<file path="config.mk">
export PLATFORM = sky130hd
export DESIGN_NAME = pfe_queue
export DESIGN_NICKNAME = d
export VERILOG_FILES = /design/src/rtl/pfe_pkg.sv /design/src/rtl/pfe_queue.sv
export SDC_FILE = /design/constraint.sdc
export NUM_CORES = 1
export LEC_CHECK = 0
export ABC_AREA = 1
export BUFFER_PORTS_ARGS = -buffer_cell sky130_fd_sc_hd__buf_4
export CAP_MARGIN = 20
export CORE_UTILIZATION = 61
export DETAILED_ROUTE_END_ITERATION = 12
export MAX_ROUTING_LAYER = met4
export PLACE_DENSITY = 0.83
export SYNTH_ARGS = -nofsm -noshare
export SYNTH_HDL_FRONTEND = slang
export SYNTH_SLANG_ARGS = --single-unit
</file>
<file path="constraint.sdc">
create_clock -name clk -period 5.15 [get_ports clk]
set_input_delay 0.515 -clock clk [delete_from_list [all_inputs] [get_ports clk]]
set_output_delay 0.515 -clock clk [all_outputs]
set_load 0.05 [all_outputs]
</file>
<file path="src/rtl/pfe_pkg.sv">
// Shared types and constants for the postfix stack evaluator.
`timescale 1ns / 1ps

package pfe_pkg;

    localparam int TOKEN_W     = 8;
    localparam int VALUE_W     = 32;
    localparam int STATUS_W    = 2;
    localparam int IMM_W       = 9;
    localparam int QUEUE_DEPTH = 4;

    localparam logic [TOKEN_W-1:0] CH_ZERO  = 8'h30;
    localparam logic [TOKEN_W-1:0] CH_PLUS  = 8'h2B;
    localparam logic [TOKEN_W-1:0] CH_MINUS = 8'h2D;
    localparam logic [TOKEN_W-1:0] CH_STAR  = 8'h2A;
    localparam logic [TOKEN_W-1:0] CH_SLASH = 8'h2F;

    localparam logic [STATUS_W-1:0] ST_OK    = 2'd0;
    localparam logic [STATUS_W-1:0] ST_UNDER = 2'd1;
    localparam logic [STATUS_W-1:0] ST_OVER  = 2'd2;
    localparam logic [STATUS_W-1:0] ST_DIVZ  = 2'd3;

    typedef enum logic [2:0] {
        OP_PUSH,
        OP_ADD,
        OP_SUB,
        OP_MUL,
        OP_DIV
    } op_t;

    typedef struct packed {
        op_t                     op;
        logic signed [IMM_W-1:0] imm;
        logic                    last;
    } pfe_cmd_t;

    typedef struct packed {
        logic done;
        logic div_zero;
    } pfe_md_status_t;

    // Turns one character into a command for the back end.
    function automatic pfe_cmd_t classify(input logic [TOKEN_W-1:0] ch, input logic last);
        pfe_cmd_t c;
        c.last = last;
        c.imm  = $signed({1'b0, ch}) - $signed({1'b0, CH_ZERO});
        case (ch)
            CH_PLUS:  c.op = OP_ADD;
            CH_MINUS: c.op = OP_SUB;
            CH_STAR:  c.op = OP_MUL;
            CH_SLASH: c.op = OP_DIV;
            default:  c.op = OP_PUSH;
        endcase
        return c;
    endfunction

endpackage

</file>
<file path="src/rtl/pfe_queue.sv">
// Short command queue between the front end and the back end.
`timescale 1ns / 1ps

module pfe_queue import pfe_pkg::*; (
    input  logic     clk,
    input  logic     rst_n,
    input  logic     push_valid,
    output logic     push_ready,
    input  pfe_cmd_t push_data,
    output logic     pop_valid,
    output pfe_cmd_t pop_data,
    input  logic     pop
);

    localparam int PW = $clog2(QUEUE_DEPTH);
    localparam int NW = $clog2(QUEUE_DEPTH + 1);

    pfe_cmd_t      slot_reg [QUEUE_DEPTH];
    logic [PW-1:0] wr_ptr_reg;
    logic [PW-1:0] rd_ptr_reg;
    logic [NW-1:0] fill_reg;
    logic          do_push;
    logic          do_pop;

    assign push_ready = (fill_reg != NW'(QUEUE_DEPTH));
    assign pop_valid  = (fill_reg != '0);
    assign pop_data   = slot_reg[rd_ptr_reg];
    assign do_push    = push_valid && push_ready;
    assign do_pop     = pop && pop_valid;

    always_ff @(posedge clk or negedge rst_n)
    begin
        if (!rst_n)
        begin
            wr_ptr_reg <= '0;
            rd_ptr_reg <= '0;
            fill_reg   <= '0;
        end
        else
        begin
            if (do_push)
            begin
                wr_ptr_reg <= wr_ptr_reg + 1'b1;
            end
            if (do_pop)
            begin
                rd_ptr_reg <= rd_ptr_reg + 1'b1;
            end
            if (do_push && !do_pop)
            begin
                fill_reg <= fill_reg + 1'b1;
            end
            else if (do_pop && !do_push)
            begin
                fill_reg <= fill_reg - 1'b1;
            end
        end
    end

    always_ff @(posedge clk)
    begin
        if (do_push)
        begin
            slot_reg[wr_ptr_reg] <= push_data;
        end
    end

endmodule

</file>
==> impl_metrics.prom <==
# TYPE chip_impl_metric gauge
chip_impl_metric{name="drc",unit=""} 0
chip_impl_metric{name="worstMarginPinSlew",unit="ns"} 0.8119
chip_impl_info{name="ctsRootBufferMaster",value="sky130_fd_sc_hd__clkbuf_8"} 1
chip_impl_metric{name="post_route_cells_drive_above_1_share",unit=""} 0.2157
chip_impl_metric{name="pin_count_of_the_biggest_net_entering_global_routing",unit=""} 54
chip_impl_metric{name="clock_insertion_delay_worst_skew",unit="ns"} 0.33
chip_impl_metric{name="cts.hold.buffers_added",unit=""} 1
chip_impl_metric{name="max_slew_margin",unit=""} 0.4579
chip_impl_metric{name="flop_and_latch_count_out_of_synthesis",unit=""} 59
chip_impl_metric{name="postRouteAntennaNets",unit=""} 0
chip_impl_metric{name="cts.repair_timing.setup_buffer_count",unit=""} 0
chip_impl_metric{name="multi_input_comb_area",unit="um2"} 573.1
chip_impl_metric{name="met3RoutedLength",unit="um"} 213
chip_impl_metric{name="floorplan.die.height",unit="um"} 66.56
chip_impl_metric{name="p_leak",unit="uW"} 0.001293
chip_impl_metric{name="h-tree-depth",unit=""} 3
chip_impl_metric{name="detailed_routed_wire_length_on_met2",unit="mm"} 2.084
chip_impl_metric{name="fin_setup_tns",unit="ns"} 0
chip_impl_metric{name="report.final.slew_viol_count",unit=""} 0
chip_impl_metric{name="report.final.setup_viol",unit=""} 0
chip_impl_info{name="worst_setup_path_start_kind",value="register"} 1
chip_impl_info{name="layout_common_cells",value="sky130_fd_sc_hd__nand2_1, sky130_fd_sc_hd__edfxtp_1, sky130_fd_sc_hd__inv_1, sky130_fd_sc_hd__buf_4, sky130_fd_sc_hd__o211ai_1"} 1
chip_impl_metric{name="ioPinCount",unit=""} 32
chip_impl_metric{name="seq_area",unit="mm2"} 0.001737
chip_impl_metric{name="synth_enable_flop_cells",unit=""} 52
chip_impl_metric{name="grt_overflow_total",unit=""} 0
chip_impl_metric{name="path_clk_slew",unit="ns"} 0.07
chip_impl_metric{name="fmax",unit="GHz"} 0.4112
chip_impl_metric{name="port_buffers",unit=""} 31
chip_impl_metric{name="filler_cell_count",unit=""} 260
chip_impl_metric{name="timing.max_cap.violations",unit=""} 0
chip_impl_metric{name="start_util",unit=""} 0.6356
chip_impl_metric{name="antennaDiodeCount",unit=""} 0
chip_impl_metric{name="syn-instance-count",unit=""} 210
chip_impl_metric{name="synth_area_per_cell",unit="um2"} 12.11
chip_impl_info{name="tritoncts_clock_tree",value="done"} 1
chip_impl_info{name="timing.hold.worst.class",value="in2reg"} 1
chip_impl_info{name="highest-signal-layer",value="met4"} 1
chip_impl_metric{name="max-clock-path-buffers",unit=""} 2
chip_impl_metric{name="route.final.wire_length",unit="mm"} 4.019
chip_impl_metric{name="routed_via_density",unit=""} 5.098
chip_impl_metric{name="via_count_of_the_first_global_routing_pass",unit=""} 1484
chip_impl_metric{name="row_count",unit=""} 23
chip_impl_metric{name="core_area",unit="mm2"} 0.004000
chip_impl_metric{name="detailed_route_wire_length_per_cell",unit="um"} 13.18
chip_impl_metric{name="number_of_antenna_violations_at_the_first_check_in_global_routing",unit=""} 0
chip_impl_metric{name="cts_buffers",unit=""} 9
chip_impl_metric{name="area_delta_synth_final",unit="%"} 17.08
chip_impl_metric{name="route.vias.total",unit=""} 1555
chip_impl_metric{name="detail_route.first_pass.iterations",unit=""} 4
chip_impl_metric{name="die_x",unit="um"} 66.56
chip_impl_metric{name="largest_register_ffs",unit=""} 52
chip_impl_metric{name="cellPowerDensity",unit="mW/mm2"} 644.0
chip_impl_metric{name="finish.net_count",unit=""} 273
chip_impl_info{name="layout_commonest_cell",value="sky130_fd_sc_hd__nand2_1"} 1
chip_impl_metric{name="grt_pass1_wl",unit="mm"} 6.327
chip_impl_metric{name="drt-met1-wl",unit="mm"} 1.618
chip_impl_metric{name="netlist_area",unit="mm2"} 0.002542
chip_impl_info{name="outcome",value="complete, no violations"} 1
chip_impl_metric{name="initialDrtViolationCount",unit=""} 58
chip_impl_info{name="setup.worst_path.end_class",value="output port"} 1
chip_impl_metric{name="synth_sequential_area_ratio",unit=""} 0.6831
chip_impl_metric{name="crit_required",unit="ns"} 4.64
chip_impl_metric{name="groute.usage.overall",unit=""} 0.2156
chip_impl_metric{name="crit_fanout",unit=""} 53
chip_impl_metric{name="rd_place_congestion",unit=""} 0.7293
chip_impl_metric{name="vdd_ir_drop_max",unit="mV"} 0.4513
chip_impl_info{name="criticalPathCategory",value="reg2out"} 1
chip_impl_metric{name="fin_skew",unit="ns"} 0.007180
chip_impl_info{name="rsz0062_at_grt",value="false"} 1
chip_impl_metric{name="hold_slack",unit="ns"} 0.3854
chip_impl_metric{name="netlist-cell-type-count",unit=""} 17
chip_impl_metric{name="asyncSetResetFlopFracSynth",unit=""} 0.1186
chip_impl_metric{name="finalCoreUtilization",unit=""} 0.7441
chip_impl_metric{name="floorplan.die_area",unit="mm2"} 0.004430
chip_impl_metric{name="hold_viol_final",unit=""} 0
chip_impl_metric{name="synthesis.nets",unit=""} 233
chip_impl_metric{name="cts_resized",unit=""} 0
chip_impl_info{name="postSynth.topFlopCell",value="sky130_fd_sc_hd__edfxtp_1"} 1
chip_impl_metric{name="min_period_over_period",unit=""} 0.4722
chip_impl_metric{name="yosys_warnings",unit=""} 0
chip_impl_metric{name="cp_data_arrival_time",unit="ns"} 1.92
chip_impl_metric{name="finalCriticalPeriod",unit="ns"} 2.432
chip_impl_metric{name="number_of_sinks_driven_by_the_clock_tree",unit=""} 59
chip_impl_metric{name="place.detailed.hpwl",unit="mm"} 2.503
-- through the flow --
step                setup slack, ns  power [uW]  instances  cell area (um2)
detailed placement            3.060        1573        285             2770
global placement              3.115        1548        285             2770
CTS                           2.740        1921        302             2950
global route                  2.581        2037        305             2977
floorplan                     3.011        1384        210             2542
finish                        2.718        1917        305             2977
-- path summary, 6_finish.rpt --
| path | from | to | slack (ns) | cells past startpoint |
|---|---|---|---|---|
| worst min-delay path | push_data[2] | slot_reg[2][2] | 0.39 | 1 |
| worst max register to register | fill_reg[1] | fill_reg[2] | 3.26 | 10 |
| worst max-delay path | rd_ptr_reg[0] | pop_data[2] | 2.72 | 5 |
| worst min register to register | fill_reg[2] | fill_reg[2] | 0.51 | 2 |
| min in group asynchronous | rst_n | rd_ptr_reg[1] | 0.55 | 2 |
| max in group asynchronous | rst_n | wr_ptr_reg[1] | 4.47 | 2 |
-- cells by family (layout without fill, tap and decap cells) --
kind of cell	after synthesis	after routing	share of synthesized area
xor gates and xnor gates	1	1	0.003446
and+or+nand+nor	68	68	0.1068
DFF	59	59	0.6831
adders and majority gates	6	6	0.03248
buffers and inverters	49	94	0.09153
AOI/OAI and AO/OA	27	27	0.08267
-- synth_stat cells, types with 2 or more instances --
| cell | count | area (um2) |
|---|---|---|
| sky130_fd_sc_hd__ha_1 | 5 | 62.56 |
| sky130_fd_sc_hd__edfxtp_1 | 52 | 1562 |
| sky130_fd_sc_hd__o211ai_1 | 24 | 180.2 |
| sky130_fd_sc_hd__buf_6 | 6 | 67.56 |
| sky130_fd_sc_hd__nor2_1 | 4 | 15.01 |
| sky130_fd_sc_hd__dfrtp_1 | 7 | 175.2 |
| sky130_fd_sc_hd__nand2_1 | 56 | 210.2 |
| sky130_fd_sc_hd__inv_1 | 40 | 150.1 |
| sky130_fd_sc_hd__nand3_1 | 6 | 30.03 |
| sky130_fd_sc_hd__inv_2 | 2 | 7.510 |
| sky130_fd_sc_hd__o211ai_2 | 2 | 25.02 |
-- routing by layer --
layer  vias to the layer above  GRT usage
li1                        786          -
met1                       716     0.2284
met2                        44     0.3523
met3                         9    0.05651
met4                         0     0.1463
met5                         -          -
-- cell type report --
cell class | count | share of cell area
clock buffer | 10 | 0.04288
sequential | 59 | 0.5834
multi-input combinational | 102 | 0.1925
timing repair buffer | 36 | 0.09290
inverter | 42 | 0.05296
tap | 50 | 0.02102
clock inverter | 6 | 0.01429
-- report_power, final --
part | internal [uW] | total [uW] | switching [uW]
Sequential | 638 | 701 | 63.8
Clock | 174 | 343 | 170
Combinational | 257 | 872 | 615
Total | 1070 | 1920 | 848
-- critical path, stage by stage, from the launching register on --
cell and delay (ns):
sky130_fd_sc_hd__dfrtp_1 0.41, sky130_fd_sc_hd__inv_2 0.61, sky130_fd_sc_hd__nand2_1 0.14, sky130_fd_sc_hd__o211ai_1 0.13, sky130_fd_sc_hd__nand2_1 0.09, sky130_fd_sc_hd__buf_4 0.20
No activity file was read; power rests on OpenSTA's default activity.
